## config.mk

```make
export PLATFORM = sky130hd
export DESIGN_NAME = tdr_queue
export DESIGN_NICKNAME = d
export VERILOG_FILES = /design/src/rtl/tdr_pkg.sv /design/src/rtl/tdr_queue.sv
export SDC_FILE = /design/constraint.sdc
export NUM_CORES = 1
export LEC_CHECK = 0
export BUFFER_PORTS_ARGS = -buffer_cell sky130_fd_sc_hd__buf_2
export CAP_MARGIN = 40
export CORE_MARGIN = 10
export CORE_UTILIZATION = 47
export CTS_CLUSTER_SIZE = 10
export DETAILED_ROUTE_END_ITERATION = 12
export PLACE_DENSITY = 0.75
export SLEW_MARGIN = 20
export SYNTH_ARGS = -nofsm -noshare
export SYNTH_HDL_FRONTEND = slang
export SYNTH_SLANG_ARGS = --single-unit
```

## constraint.sdc

```tcl
create_clock -name clk -period 12 [get_ports clk]
set_input_delay 2.4 -clock clk [delete_from_list [all_inputs] [get_ports clk]]
set_output_delay 2.4 -clock clk [all_outputs]
set_load 0.05 [all_outputs]
```

## src/rtl/tdr_pkg.sv

```systemverilog
`default_nettype none
// ----------------------------------------------------------------------------
// tdr_pkg: shared types and constants
// Payload structs, command kinds, register indexes and datapath widths of the
// triangle depth rasterizer.
// ----------------------------------------------------------------------------
package tdr_pkg;

  localparam int MAX_WIDTH_DEF   = 256;
  localparam int MAX_HEIGHT_DEF  = 256;
  localparam int DEPTH_BITS_DEF  = 16;
  localparam int FACE_BITS_DEF   = 16;
  localparam int OBJECT_BITS_DEF = 8;

  localparam int XY_W        = 16;  // vertex x, y (Q2.14)
  localparam int Z_W         = 24;  // vertex depth (Q8.16)
  localparam int SIZE_W      = 9;   // size registers
  localparam int OBJ_W       = 8;   // object register
  localparam int CW          = 28;  // scaled coordinates
  localparam int EW          = 60;  // edge values and their sum
  localparam int DW          = 64;  // divider operands
  localparam int WT_BITS     = 16;  // barycentric weight fraction
  localparam int RECIP_BITS  = 40;  // reciprocal depth fraction
  localparam int RW          = 42;  // signed reciprocal
  localparam int STEP_W      = 6;   // divider step count
  localparam int Q_DEPTH     = 2;   // command queue entries

  localparam logic [1:0] OP_CLEAR = 2'd0;
  localparam logic [1:0] OP_DRAW  = 2'd1;
  localparam logic [1:0] OP_READ  = 2'd2;

  localparam logic [2:0] K_NOP   = 3'd0;
  localparam logic [2:0] K_CLEAR = 3'd1;
  localparam logic [2:0] K_DRAW  = 3'd2;
  localparam logic [2:0] K_CULL  = 3'd3;
  localparam logic [2:0] K_READ  = 3'd4;

  localparam logic [1:0] REG_MAP_WIDTH  = 2'd0;
  localparam logic [1:0] REG_MAP_HEIGHT = 2'd1;
  localparam logic [1:0] REG_CUR_OBJECT = 2'd2;

  typedef struct packed {
    logic [1:0]         operation;
    logic signed [15:0] vertex_a_x;
    logic signed [15:0] vertex_a_y;
    logic signed [15:0] vertex_b_x;
    logic signed [15:0] vertex_b_y;
    logic signed [15:0] vertex_c_x;
    logic signed [15:0] vertex_c_y;
    logic signed [23:0] vertex_a_depth;
    logic signed [23:0] vertex_b_depth;
    logic signed [23:0] vertex_c_depth;
    logic [15:0]        face_number;
    logic [15:0]        pixel_address;
  } tdr_in_t;

  typedef struct packed {
    logic [15:0] read_depth;
    logic [15:0] read_face;
    logic [7:0]  read_object;
    logic [16:0] pixels_updated;
    logic        triangle_culled;
  } tdr_out_t;

  typedef struct packed {
    logic [2:0] kind;
    tdr_in_t    item;
  } tdr_cmd_t;

  typedef struct packed {
    logic full;
    logic empty;
  } tdr_q_stat_t;

  typedef struct packed {
    logic              start;
    logic [DW-1:0]     num;
    logic [DW-1:0]     den;
    logic [STEP_W-1:0] steps;
  } tdr_div_req_t;

endpackage
`default_nettype wire

```

## src/rtl/tdr_queue.sv

```systemverilog
`default_nettype none
// ----------------------------------------------------------------------------
// tdr_queue: command queue
// Short FIFO of classified commands between intake and execution.
// ----------------------------------------------------------------------------
module tdr_queue import tdr_pkg::*; (
  input  wire         clk,
  input  wire         rst_n,
  input  wire         push,
  input  tdr_cmd_t    push_cmd,
  input  wire         pop,
  output tdr_cmd_t    head,
  output tdr_q_stat_t q_stat
);

  localparam int QPW = (Q_DEPTH > 1) ? $clog2(Q_DEPTH) : 1;

  tdr_cmd_t         ent_r [Q_DEPTH];
  logic [QPW-1:0]   wp_r, wp_nxt, rp_r, rp_nxt;
  logic [QPW:0]     cnt_r, cnt_nxt;

  assign head         = ent_r[rp_r];
  assign q_stat.full  = (cnt_r == (QPW+1)'(Q_DEPTH));
  assign q_stat.empty = (cnt_r == '0);

  always_comb begin
    wp_nxt  = wp_r;
    rp_nxt  = rp_r;
    cnt_nxt = cnt_r;
    if (push) wp_nxt = (wp_r == QPW'(Q_DEPTH-1)) ? '0 : wp_r + 1'b1;
    if (pop) rp_nxt = (rp_r == QPW'(Q_DEPTH-1)) ? '0 : rp_r + 1'b1;
    if (push && !pop) cnt_nxt = cnt_r + 1'b1;
    else if (pop && !push) cnt_nxt = cnt_r - 1'b1;
  end

  always_ff @(posedge clk) begin
    if (!rst_n) begin
      wp_r  <= '0;
      rp_r  <= '0;
      cnt_r <= '0;
    end else begin
      wp_r  <= wp_nxt;
      rp_r  <= rp_nxt;
      cnt_r <= cnt_nxt;
    end
    if (push) ent_r[wp_r] <= push_cmd;
  end

endmodule
`default_nettype wire

```

Word-level counts from Yosys, hierarchy flattened:

Memory sizes are Yosys's and may differ from the RTL's. A register that Yosys moved wholly into a read port is not among the register bits.
Cells that the tools add are included.

* register bits: 4
* bits in writable memories: 410
* bits of input ports: 209
* word-level logic and storage cells: 23
* memories kept: 1

Memories
* ent_r: depth 2, width 205, read ports 1, clocked after memory_dff 1, write ports 1, line tdr_queue.sv:18 `tdr_cmd_t ent_r [Q_DEPTH];`

* add/sub/neg operators: 4
* equal/unequal tests: 1
* muxes and demuxes: 8
* reductions and logical operators: 6

Operator list (count)
* 1-bit 2-to-1 mux: 6
* 2-bit 2-to-1 mux: 2
* 1-bit adder (second input constant): 2
* 2-bit by 1-bit adder with 2-bit output (second input constant): 1
* 2-bit == test (second input constant): 1
* 1-bit logical AND: 2
* 1-bit logical NOT: 2
* 2-bit logical NOT: 1
* 2-bit nonzero test: 1
* 2-bit by 1-bit subtractor with 2-bit output (second input constant): 1

Logic depth before layout (Yosys ltp):

* depth after elaboration: 4
* mapped depth: 5

Worst setup path before layout:

OpenSTA, ideal clock, no wires.

* path type: input -> register
* from: in push
* to: reg wp_r
* library setup time: 0.100 ns
* arrival: 11.982 ns
* path slack: -0.082 ns
* stages: 2
* buffers on the path: 0
* cell sequence: nor2b_1 o21a_1

RTL lines
* from (decl): line tdr_queue.sv:9 `input wire push,`
* to (signal assigned): line tdr_queue.sv:42 `wp_r <= wp_nxt;`
* to (decl): line tdr_queue.sv:19 `logic [QPW-1:0] wp_r, wp_nxt, rp_r, rp_nxt;`

==> impl_metrics.ini <==
[floorplan]
initial_core_util_pct = 47.79
rows = 66
core_area_um2 = 32700
die-area_um2 = 40940
ios = 416
die_h_um = 202.3
die_x_um = 202.3

[hold_path]
hold_path.class = flop to flop

[synth]
synthCells = 660
synth_most_common_cell = edfxtp_1
syn_area_per_cell_um2 = 23.68
synth_edf_count = 410
ys.flop_type = edfxtp_1
yosysTopAreaCellShare_pct = 78.78
synth_area_um2 = 15630
yosys-top-cells-area = edfxtp_1, mux2_4, mux2_2, buf_6, dfxtp_1
synthArstFlopShare_pct = 0
yosys.area.top_type = edfxtp_1
synth_nets = 870
ys_seq_area_share_pct = 79.42
synth-seq-cells = 415
synth_cell_types = 17
yosys_warnings = 0
synth_commonest_cells = edfxtp_1, mux2_4, mux2_2, buf_6

[clock_network]
cts_root_buf = clkbuf_16
cts_setup_buffers = 0
htreeDepth = 2
cts_resized = 0
clk_pin_slew_ns = 0.05
hold_buffers = 0
cts_tree = done
clk_latency_ns = 0.55
cts_buffers = 48
cts_sinks = 415
clockBufferDepth = 3

[critical_path]
crit_fanout = 48
cp_slowest_stage_delay_ns = 0.72
arrival_ns = 3.05
critPathLaunchType = flop
critPathCaptureType = output pin
cp.required_ns = 9.60
path_cells = buf_4 > buf_16 > buf_4 > mux2_4 > buf_2
crit_top_cell = buf_4
crit_type = flop to output pin
crit_slowest_cell = buf_4

[power]
total_leakage_power_uw = 0.007677
powerDensity_nw_per_um2 = 180.1
fin_total_pwr_uw = 3536
peakVddDrop_mv = 0.1707

[global_routing]
grt_usage_pct = 16.50
antenna_found_initial = 14
grt_max_degree = 60
grt_pass1_wl_mm = 51.98
grt_pass1_vias = 8482
overflow = 0

[timing]
clock_skew_ns = 0.02300
fin_crit_sh_pct = 45.39
fin_ws_ns = 6.554
setup_violations = 0
fmax_mhz = 183.6
min_period_ns = 5.446
slew_headroom_pct = 44.02
worst_slew_pin_slew_ns = 0.8397
final-hold-violation-count = 0
grt_setup_unrepaired = no
slew_viol_final = 0
setup_tns_ns = 0

[drt]
drt-vias-per-instance = 4.926
vias = 7803
drtPass1Iterations = 4
post_drt_wl_per_cell_um = 22.06
ant_nets = 0
routed_wl_mm = 34.94
drcViolationCount = 0
drt_iter0_drc = 379

[placed_design]
dp_hpwl_mm = 25.33
placed_cells = 1507
dp_slack_ns = 6.429
port-buffer-count = 415
gp_congestion = 0.7493

[finish]
area_delta_synth_final_pct = 25.61
finalNetCount = 1328
post-route-util_pct = 60.03
layout.cells.non_filler = 1584
drive_gt1_share_pct = 61.20

[flow_run]
drv_cap = 0

[run_status]
outcome = finished, final reports clean
==> flip-flops by register name, summed over array words and instances, names as in the netlist, named ones only <==
signal / flops
cnt_r: 2
rp_r: 1
wp_r: 1
ent_r: 410
==> cell type report <==
class                      count  area [µm²]
antenna                        8       20.02
clock buffer                  61        1281
clock inverter                 5       35.03
fill                        2449       13070
inverter                       1       3.754
multi-input combinational    221        2994
sequential                   415       12420
tap                          442       553.0
timing repair buffer         431        2327
==> where the power goes <==
group | internal (µW) | leakage, µW | total (µW) | switching, µW
clock network | 738 | 0.000641 | 1240 | 505
registers | 1680 | 0.00389 | 1700 | 21.9
logic | 188 | 0.00315 | 592 | 404
total | 2600 | 0.00768 | 3540 | 931
==> worst max-delay path, delay by kind of cell, from the launching register on <==
family,cells,cell delay (ns)
flip-flops,1,0.54
buffers and inverters,4,1.50
multiplexers,1,0.36
==> stage by stage <==
step                      hold WS (ns)  area, µm²
final                           0.5201      19630
after global routing            0.5679      19630
after CTS                       0.5277      19540
after detailed placement        0.5197      18220
after global placement          0.4838      18100
after floorplan                 0.4729      15630
==> worst paths after layout <==
| check | from | end | slack, ns | depth (start not counted) |
|---|---|---|---|---|
| max | flop | head[60] | 6.55 | 5 |
| min | cnt_r[1]$_SDFFE_PN0P_ | cnt_r[1]$_SDFFE_PN0P_ | 0.52 | 2 |
| max reg2reg | wp_r$_SDFFE_PN0P_ | ent_r[0][36]$_DFFE_PP_ | 9.31 | 4 |
| min reg2reg | cnt_r[1]$_SDFFE_PN0P_ | cnt_r[1]$_SDFFE_PN0P_ | 0.52 | 2 |
==> layout by cell type, fill, tap and decap left out, drive strengths merged, types with 3 or more instances in the layout <==
cell type / netlist / final
dfxtp: 5 / 5
clkbuf: 0 / 61
mux2: 205 / 205
edfxtp: 410 / 410
nor2b: 3 / 3
buf: 23 / 431
inv: 1 / 3
and2: 4 / 4
diode: 0 / 8
==> logic make-up (layout without fill, tap and decap cells) <==
| group | after synthesis | after routing | synth area share, % |
|---|---|---|---|
| DFF | 415 | 415 | 79.42 |
| muxes | 205 | 205 | 18.37 |
| buffers and inverters | 24 | 498 | 1.481 |
| and+or+nand+nor | 9 | 9 | 0.3443 |
| AOI/OAI and AO/OA | 3 | 3 | 0.1281 |
| xor gates and xnor gates | 3 | 3 | 0.1682 |
| adders and majority gates | 1 | 1 | 0.08005 |
| other | 0 | 8 | 0 |
==> metal layers <==
| metal | up-vias | GRT usage [%] | wire [µm] |
|---|---|---|---|
| met3 | 62 | 6.205 | 2992 |
| met5 | - | 0 | 107 |
| li1 | 3547 | - | - |
| met4 | 14 | 5.489 | 850 |
| met1 | 3854 | 18.53 | 12960 |
| met2 | 326 | 28.40 | 18030 |
Note: power is estimated with default switching activity, not from simulation.
